<file path="src/sv/vt_pkg.sv">
// ----------------------------------------------------------------------------
// vt_pkg: shared types for the 4x4 vertex transform
// Command codes, beat layouts and the lane control bundle.
// ----------------------------------------------------------------------------
package vt_pkg;

    typedef enum logic [1:0] {
        CMD_LOAD   = 2'd0,
        CMD_AFFINE = 2'd1,
        CMD_FULL   = 2'd2,
        CMD_DIR    = 2'd3
    } t_cmd;

    localparam int WORD_W = 32;

    typedef logic signed [WORD_W-1:0] t_word;
    typedef t_word [3:0]              t_vec4;

    localparam t_word WORD_MAX = 32'sh7FFF_FFFF;
    localparam t_word WORD_MIN = 32'sh8000_0000;

    typedef struct packed {
        t_cmd        command;
        logic [3:0]  element_index;
        t_word       element_value;
        t_word       in_x;
        t_word       in_y;
        t_word       in_z;
        t_word       in_w;
    } t_in_beat;

    typedef struct packed {
        t_word out_x;
        t_word out_y;
        t_word out_z;
        t_word out_w;
        logic  saturated;
    } t_out_beat;

    // Control for one lane: stage enables and the command entering the multipliers.
    typedef struct packed {
        logic en_mul;
        logic en_sum;
        t_cmd cmd;
    } t_lane_ctl;

endpackage

</file>
<file path="src/sv/vt_merge.sv">
// ----------------------------------------------------------------------------
// vt_merge: combine the four lane results into one output beat
// Drop the w row outside full mode and fold the clamp flags.
// ----------------------------------------------------------------------------
module vt_merge
    import vt_pkg::*;
(
    input  t_cmd       i_cmd,
    input  t_vec4      i_result,
    input  logic [3:0] i_sat,
    output t_out_beat  o_beat
);

    logic full;

    assign full = (i_cmd == CMD_FULL);

    always_comb begin
        o_beat.out_x     = i_result[0];
        o_beat.out_y     = i_result[1];
        o_beat.out_z     = i_result[2];
        o_beat.out_w     = full ? i_result[3] : '0;
        o_beat.saturated = (|i_sat[2:0]) || (full && i_sat[3]);
    end

endmodule
</file>
<file path="config.mk">
export PLATFORM = sky130hd
export DESIGN_NAME = vt_merge
export DESIGN_NICKNAME = d
export VERILOG_FILES = /design/src/sv/vt_pkg.sv /design/src/sv/vt_merge.sv
export SDC_FILE = /design/constraint.sdc
export NUM_CORES = 1
export LEC_CHECK = 0
export CAP_MARGIN = 10
export CORE_AREA = 2 2 101 103
export DETAILED_ROUTE_END_ITERATION = 10
export DIE_AREA = 0 0 103 105
export DONT_BUFFER_PORTS = 1
export MAX_ROUTING_LAYER = met4
export SYNTH_ARGS = -nofsm -noshare
export SYNTH_HDL_FRONTEND = slang
export SYNTH_SLANG_ARGS = --single-unit
</file>
<file path="constraint.sdc">
create_clock -name vclk -period 0.8
set_input_delay 0.04 -clock vclk [all_inputs]
set_output_delay 0.04 -clock vclk [all_outputs]
set_load 0.05 [all_outputs]
</file>
==> results_dict.tcl, run 1 <==
set metrics [dict create \
    final_util_pct 8.126 \
    seq_cells 0 \
    final_cells 193 \
    synthCells 133 \
    die_x_um 103 \
    yosysTopAreaCell "buf_4" \
    power_density_nw_per_um2 631.2 \
    wire_per_inst_um 18.07 \
    cts-hold-fix-buffers 0 \
    dieHeight_um 105 \
    met1_length_um 752 \
    hold-worst-slack_ns 0.08002 \
    dr.max_layer_used "met4" \
    seq_area_um2 0 \
    grt_usage_pct 5.811 \
    path_delay_family "compound AO/OA/AOI/OAI gates" \
    setup_slack_ns -0.02044 \
    dp_cells 183 \
    place_congestion 0.5348 \
    start_kind "input pin" \
    place_ws_ns -0.1696 \
    yosysSeqAreaShare_pct 0 \
    syn_nets 267 \
    crit_type "input pin to output port" \
    grt_pass1_vias 536 \
    critical_path.max_stage_delay_ns 0.57 \
    post-route-cell-area_um2 783.3 \
    min_path_cells 0 \
    critPathArrivalTime_ns 0.78 \
    placed_cell_area_um2 753.2 \
    die_area_um2 10820 \
    worstHoldStart "i_result[25]" \
    drc_errors 0 \
    wl_met2_um 1681 \
    grt_overflow 0 \
    ys_warn_count 0 \
    finalSetupViolCount 15 \
    syn_avg_cell_area_um2 7.244 \
    drive_gt1_share_pct 100.0 \
    synth_cell_types 6 \
    cap_violations 0 \
    num-nets-final 188 \
    port_buffers 0 \
    core_area_um2 9639 \
    layout_common_cells "and2_2, buf_12, nor2b_4, buf_4" \
    grt_pass1_wl_um 4222 \
    wl_met3_um 782 \
    end_kind "output port" \
    slew_headroom_pct 74.79 \
    multi_input_area_um2 281.5 \
    drtIter0Drc 5 \
    violations "setup timing" \
    cp_slowest_cell "a2111o_2" \
    tns_ns -0.1010 \
    start_util_pct 9.995 \
    rows 36 \
    path_cells "nor2b_4 > a2111o_2" \
    antenna_found_initial 8 \
    fmax_mhz 1219 \
    peakVddDrop_mv 0.08414 \
    syn-cell-area_um2 963.4 \
    outcome "finished with violations" \
    tightestPinTransition_ns 0.3773 \
    vias 453 \
    worstSetupStartpoint "i_cmd[1]" \
    dr.pass1.iters 2 \
    layout_commonest_cell "and2_2" \
    post-route-period-util_pct 102.6 \
    area_growth_pct -18.70 \
    hold_viol 0 \
    nClkBuffers 0 \
    yosysTopAreaCellShare_pct 74.81 \
    holdPathEnd "o_beat[122]" \
    yosys-top-cells-area "buf_4, and2_1, clkbuf_2" \
    worstHoldPathType "input pin to output port" \
    fill_cells 1147 \
    rsz0062_at_grt "true" \
    io_pins 263 \
    grt_max_degree 17 \
    slew_viol_final 0 \
    path_max_fanout 16 \
    ant_nets 0 \
    p_total_mw 0.4944 \
    p_leak_nw 0.2694 \
    period_minus_slack_ns 0.8204 \
    viasPerCell 2.347 \
    cp_num_buf_inv 0 \
    cp.required_ns 0.76 \
    wl_um 3488 \
]
## kinds of logic after synthesis
group,count (synthesis),share of synthesized area (%)
AND/OR/NAND/NOR,33,22.47
AO/OA/AOI/OAI,1,1.169
buffers and inverters,99,76.36
## worst max path at each step
stage                             to  slack (ns)  cells after the start
after floorplan            o_beat[0]       0.003                      2
after global placement     o_beat[0]       -0.17                      3
after detailed placement   o_beat[0]       -0.17                      3
after CTS                 o_beat[15]       -0.07                      2
after global routing       o_beat[4]       -0.09                      3
final                      o_beat[0]       -0.02                      2
## report_power, final
group | total, mW | switching, mW | internal [mW]
sequential | 0 | 0 | 0
combinational | 0.494 | 0.318 | 0.176
clock | 0.00000134 | 0 | 0.00000134
## Yosys cell counts
cell      number
a2111o_1       1
and2_1        30
and2_2         2
buf_4         96
clkbuf_2       3
nor2b_4        1
## repair_timing
item | 4_1_cts | 5_1_grt
setup endpoints to repair | 1 | 16
gates resized for setup | 2 | 0
cloned | 1 | 0
setup buffers | 2 | 0
pin swaps | 1 | 0
## routing by layer
layer | track usage [%] | up-vias
li1 | - | 158
met1 | 3.606 | 169
met2 | 9.694 | 86
met3 | 4.883 | 40
met4 | 4.417 | 0
met5 | - | -
## cell type report
cell class	instances	share of cell area [%]
diodes	8	2.556
multi-input cells	35	35.94
well taps	133	21.25
repair buffers	17	40.26
(Power assumes the default switching activity.)
==> inputs of run 2 (changes only) <==
--- a/config.mk
+++ b/config.mk
@@ -5,7 +5,7 @@
 export SDC_FILE = /design/constraint.sdc
 export NUM_CORES = 1
 export LEC_CHECK = 0
-export CAP_MARGIN = 10
+export CAP_MARGIN = 20
 export CORE_AREA = 2 2 101 103
 export DETAILED_ROUTE_END_ITERATION = 10
 export DIE_AREA = 0 0 103 105
==> constraint.sdc (replaced) <==
create_clock -name vclk -period 0.8
set_input_delay 0.04 -clock vclk [all_inputs]
set_output_delay 0.04 -clock vclk [all_outputs]
set_load 0.01 [all_outputs]
==> run 2 against run 1 <==
  * The run now ends clean
  * Highest routed layer unchanged
  * Power fell by 72%
  * Non-clock buffer count fell by 16
  * First-iteration DRC count rose by 80%
  * Critical path type unchanged
  * Final area fell by 47%
==> results_dict.tcl, run 2 (synthesis results as in run 1) <==
set metrics [dict create \
    outcome "finished clean" \
    cts.repair.resized 0 \
    dr.pass1.iters 4 \
    period_minus_slack_ns 0.7773 \
    rows 36 \
    worstHoldPathType "input pin to output port" \
    p_total_mw 0.1377 \
    viasPerCell 2.195 \
    drive_gt1_share_pct 11.43 \
    post-route-period-util_pct 97.16 \
    seq_area_um2 0 \
    port_buffers 0 \
    peakVddDrop_mv 0.06748 \
    tns_ns 0 \
    holdPathEnd "o_beat[101]" \
    drtIter0Drc 9 \
    grt_pass1_vias 421 \
    ant_nets 0 \
    grt_overflow 0 \
    io_pins 263 \
    vias 371 \
    final_util_pct 4.322 \
    tightestPinTransition_ns 0.2196 \
    drc_errors 0 \
    start_util_pct 9.995 \
    end_kind "output port" \
    post-route-cell-area_um2 416.7 \
    core_area_um2 9639 \
    critical_path.max_stage_delay_ns 0.43 \
    critPathArrivalTime_ns 0.74 \
    cts-hold-fix-buffers 0 \
    nClkBuffers 0 \
    cp_slowest_cell "a2111o_1" \
    grt_max_degree 34 \
    layout_commonest_cell "and2_1" \
    finalSetupViolCount 0 \
    antenna_found_initial 1 \
    path_cells "nor2b_4 > buf_12 > a2111o_1" \
    p_leak_nw 0.1101 \
    final_cells 169 \
    grt_pass1_wl_um 3360 \
    fmax_mhz 1287 \
    hold_viol 0 \
    power_density_nw_per_um2 330.5 \
    cap_violations 0 \
    num-nets-final 171 \
    cp_num_buf_inv 1 \
    area_growth_pct -56.75 \
    die_area_um2 10820 \
    cp.required_ns 0.76 \
    slew_headroom_pct 85.46 \
    min_path_cells 0 \
    rsz0062_at_grt "true" \
    crit_type "input pin to output port" \
    place_congestion 0.6319 \
    grt_usage_pct 4.687 \
    wire_per_inst_um 17.00 \
    slew_viol_final 0 \
    worstHoldStart "i_result[4]" \
    path_max_fanout 33 \
    seq_cells 0 \
    dp_cells 168 \
    wl_um 2873 \
    placed_cell_area_um2 414.1 \
    worstSetupStartpoint "i_cmd[1]" \
    path_delay_family "compound AO/OA/AOI/OAI gates" \
    die_x_um 103 \
    layout_common_cells "and2_1, and2_2, nor2b_4, a2111o_1, buf_12" \
    dieHeight_um 105 \
    start_kind "input pin" \
]
## run 2: timing repair
item	4_1_cts	5_1_grt
buffers inserted	0	0
setup endpoints to repair	1	1
pin swaps	1	0
## run 2: layer usage
metal / part of all wire [%] / GRT usage (%) / wire length, um / vias to the layer above
met5: 0 / - / 0 / -
met4: 16 / 7.143 / 459 / 0
met3: 18 / 2.475 / 518 / 50
met2: 42 / 6.447 / 1196 / 66
met1: 24 / 3.446 / 699 / 146
li1: - / - / - / 109
## run 2: area by class of cell
| cell class | instances | area [um^2] |
|---|---|---|
| diodes | 1 | 2.502 |
| fillers | 1170 | 9223 |
| multi-input cells | 34 | 227.7 |
| well taps | 133 | 166.4 |
| repair buffers | 1 | 20.02 |
## run 2: metrics by stage
stage / worst slack [ns] / hold slack (ns)
2_1_floorplan: 0.1607 / 0.1718
3_3_place_gp: -0.02635 / 0.08007
3_5_place_dp: -0.03032 / 0.08007
4_1_cts: 0.01680 / 0.08007
5_1_grt: -0.007028 / 0.08002
6_report: 0.02270 / 0.08000
## run 2: how the worst max path moves through the flow
stage	end	slack (ns)	cells after the start
after detailed placement	o_beat[0]	-0.03	3
after CTS	o_beat[0]	0.02	3
after floorplan	o_beat[0]	0.16	2
after global routing	o_beat[0]	-0.007	3
final	o_beat[0]	0.02	3
after global placement	o_beat[0]	-0.03	3
## run 2: report_power, final
part	total, mW	internal (mW)	switching (mW)
sequential	0	0	0
combinational	0.138	0.0486	0.0891
clock	0.000000167	0.000000167	0
total	0.138	0.0486	0.0891
==> inputs of run 3 (changes only) <==
--- a/config.mk
+++ b/config.mk
@@ -6,9 +6,9 @@
 export NUM_CORES = 1
 export LEC_CHECK = 0
 export CAP_MARGIN = 20
-export CORE_AREA = 2 2 101 103
+export CORE_AREA = 2 2 102 104
 export DETAILED_ROUTE_END_ITERATION = 10
-export DIE_AREA = 0 0 103 105
+export DIE_AREA = 0 0 104 106
 export DONT_BUFFER_PORTS = 1
 export MAX_ROUTING_LAYER = met4
 export SYNTH_ARGS = -nofsm -noshare
==> constraint.sdc (replaced) <==
create_clock -name vclk -period 0.8
set_input_delay 0.08 -clock vclk [all_inputs]
set_output_delay 0.08 -clock vclk [all_outputs]
set_load 0.01 [all_outputs]
==> run 3 against run 2 <==
  * The run now ends with setup timing left
  * Global-route usage shrank 0.067 points
  * Core utilization is 0.26 points higher
  * Die area grew 1.9%
  * Critical endpoint unchanged
  * Wire length is 1.8% higher
  * Flip-flop and latch count unchanged
  * Critical path type unchanged
  * Worst setup slack got worse by 0.042 ns
  * Final area increased by 9.9%
==> results_dict.tcl, run 3 (synthesis results as in run 1) <==
set metrics [dict create \
    start_kind "input pin" \
    core_area_um2 10000 \
    place_ws_ns -0.06377 \
    setup_slack_ns -0.01894 \
    min_path_cells 0 \
    viasPerCell 2.339 \
    final_cells 183 \
    post-route-period-util_pct 102.4 \
    critPathArrivalTime_ns 0.74 \
    outcome "finished with violations" \
    crit_type "input pin to output port" \
    grt_pass1_wl_um 3470 \
    tightestPinTransition_ns 0.1730 \
    wl_um 2924 \
    period_minus_slack_ns 0.8189 \
    slew_headroom_pct 88.54 \
    die_x_um 104 \
    die_area_um2 11020 \
    layout_commonest_cell "and2_1" \
    place_congestion 0.6754 \
    grt_max_degree 13 \
    final_util_pct 4.580 \
    critical_path.max_stage_delay_ns 0.41 \
    dp_cells 173 \
    p_total_mw 0.1363 \
    ant_nets 0 \
    post-route-cell-area_um2 457.9 \
    hold-worst-slack_ns 0.1600 \
    seq_cells 0 \
    cap_violations 0 \
    vias 428 \
    io_pins 263 \
    cp_num_buf_inv 1 \
    dieHeight_um 106 \
    dr.pass1.iters 3 \
    antenna_found_initial 10 \
    layout_common_cells "and2_1, and2_2, buf_4" \
    p_sw_mw 0.08159 \
    area_growth_pct -52.47 \
    rows 37 \
    pwr-share-seq_pct 0 \
    tns_ns -0.01894 \
    grt_overflow 0 \
    p_leak_nw 0.1205 \
    path_cells "nor2b_4 > buf_12 > a2111o_1" \
    grt_pass1_vias 434 \
    end_kind "output port" \
    port_buffers 0 \
    violations "setup timing" \
    cp_slowest_cell "a2111o_1" \
    worstHoldPathType "input pin to output port" \
    comb_power_share_pct 100.0 \
    slew_viol_final 0 \
    p_clk_share_pct 0 \
    fmax_mhz 1221 \
    drive_gt1_share_pct 16.22 \
    hold_viol 0 \
    wire_per_inst_um 15.98 \
    placed_cell_area_um2 432.9 \
    nClkBuffers 0 \
    cts.repair.resized 0 \
    peakVddDrop_mv 0.06952 \
    p_int_mw 0.05468 \
    start_util_pct 9.635 \
    path_max_fanout 11 \
    switching_share_pct 59.87 \
    power_density_nw_per_um2 297.6 \
    drtIter0Drc 3 \
    cp.depth 3 \
    num-nets-final 173 \
    rsz0062_at_grt "true" \
    drc_errors 0 \
    grt_usage_pct 4.620 \
    seq_area_um2 0 \
    cp.required_ns 0.72 \
    path_delay_family "compound AO/OA/AOI/OAI gates" \
    finalSetupViolCount 1 \
]
==> run 3: final timing paths <==
path	startpoint	end	slack (ns)
max	i_cmd[1]	o_beat[0]	-0.02
min	i_result[74]	o_beat[43]	0.16
==> run 3: per-layer routing <==
layer / vias to the layer above / track usage (%) / routed length, um
met1: 151 / 1.178 / 346
met3: 52 / 5.457 / 825
met2: 98 / 7.848 / 1407
li1: 127 / - / -
met4: 0 / 5.695 / 344
met5: - / - / 0
==> run 3: cell type report <==
cell class                 count  area, um^2
antenna                       10       25.02
timing repair buffer           3       35.03
multi-input combinational     34       227.7
tap                          136       170.2
fill                        1183        9542
==> run 3: timing repair <==
item,4_1_cts,5_1_grt
setup endpoints to repair,1,1
hold buffers,0,0
pin swaps,1,0
endpoints found under the hold margin,0,0
buffers inserted,0,0
==> run 3: power by group through the flow <==
stage / clock (mW) / combinational [mW] / sequential, mW
after floorplan: 0 / 0.600 / 0
after global placement: 0 / 0.142 / 0
after detailed placement: 0 / 0.142 / 0
after CTS: 0 / 0.142 / 0
after global routing: 0.00000167 / 0.147 / 0
final: 0.00000167 / 0.136 / 0
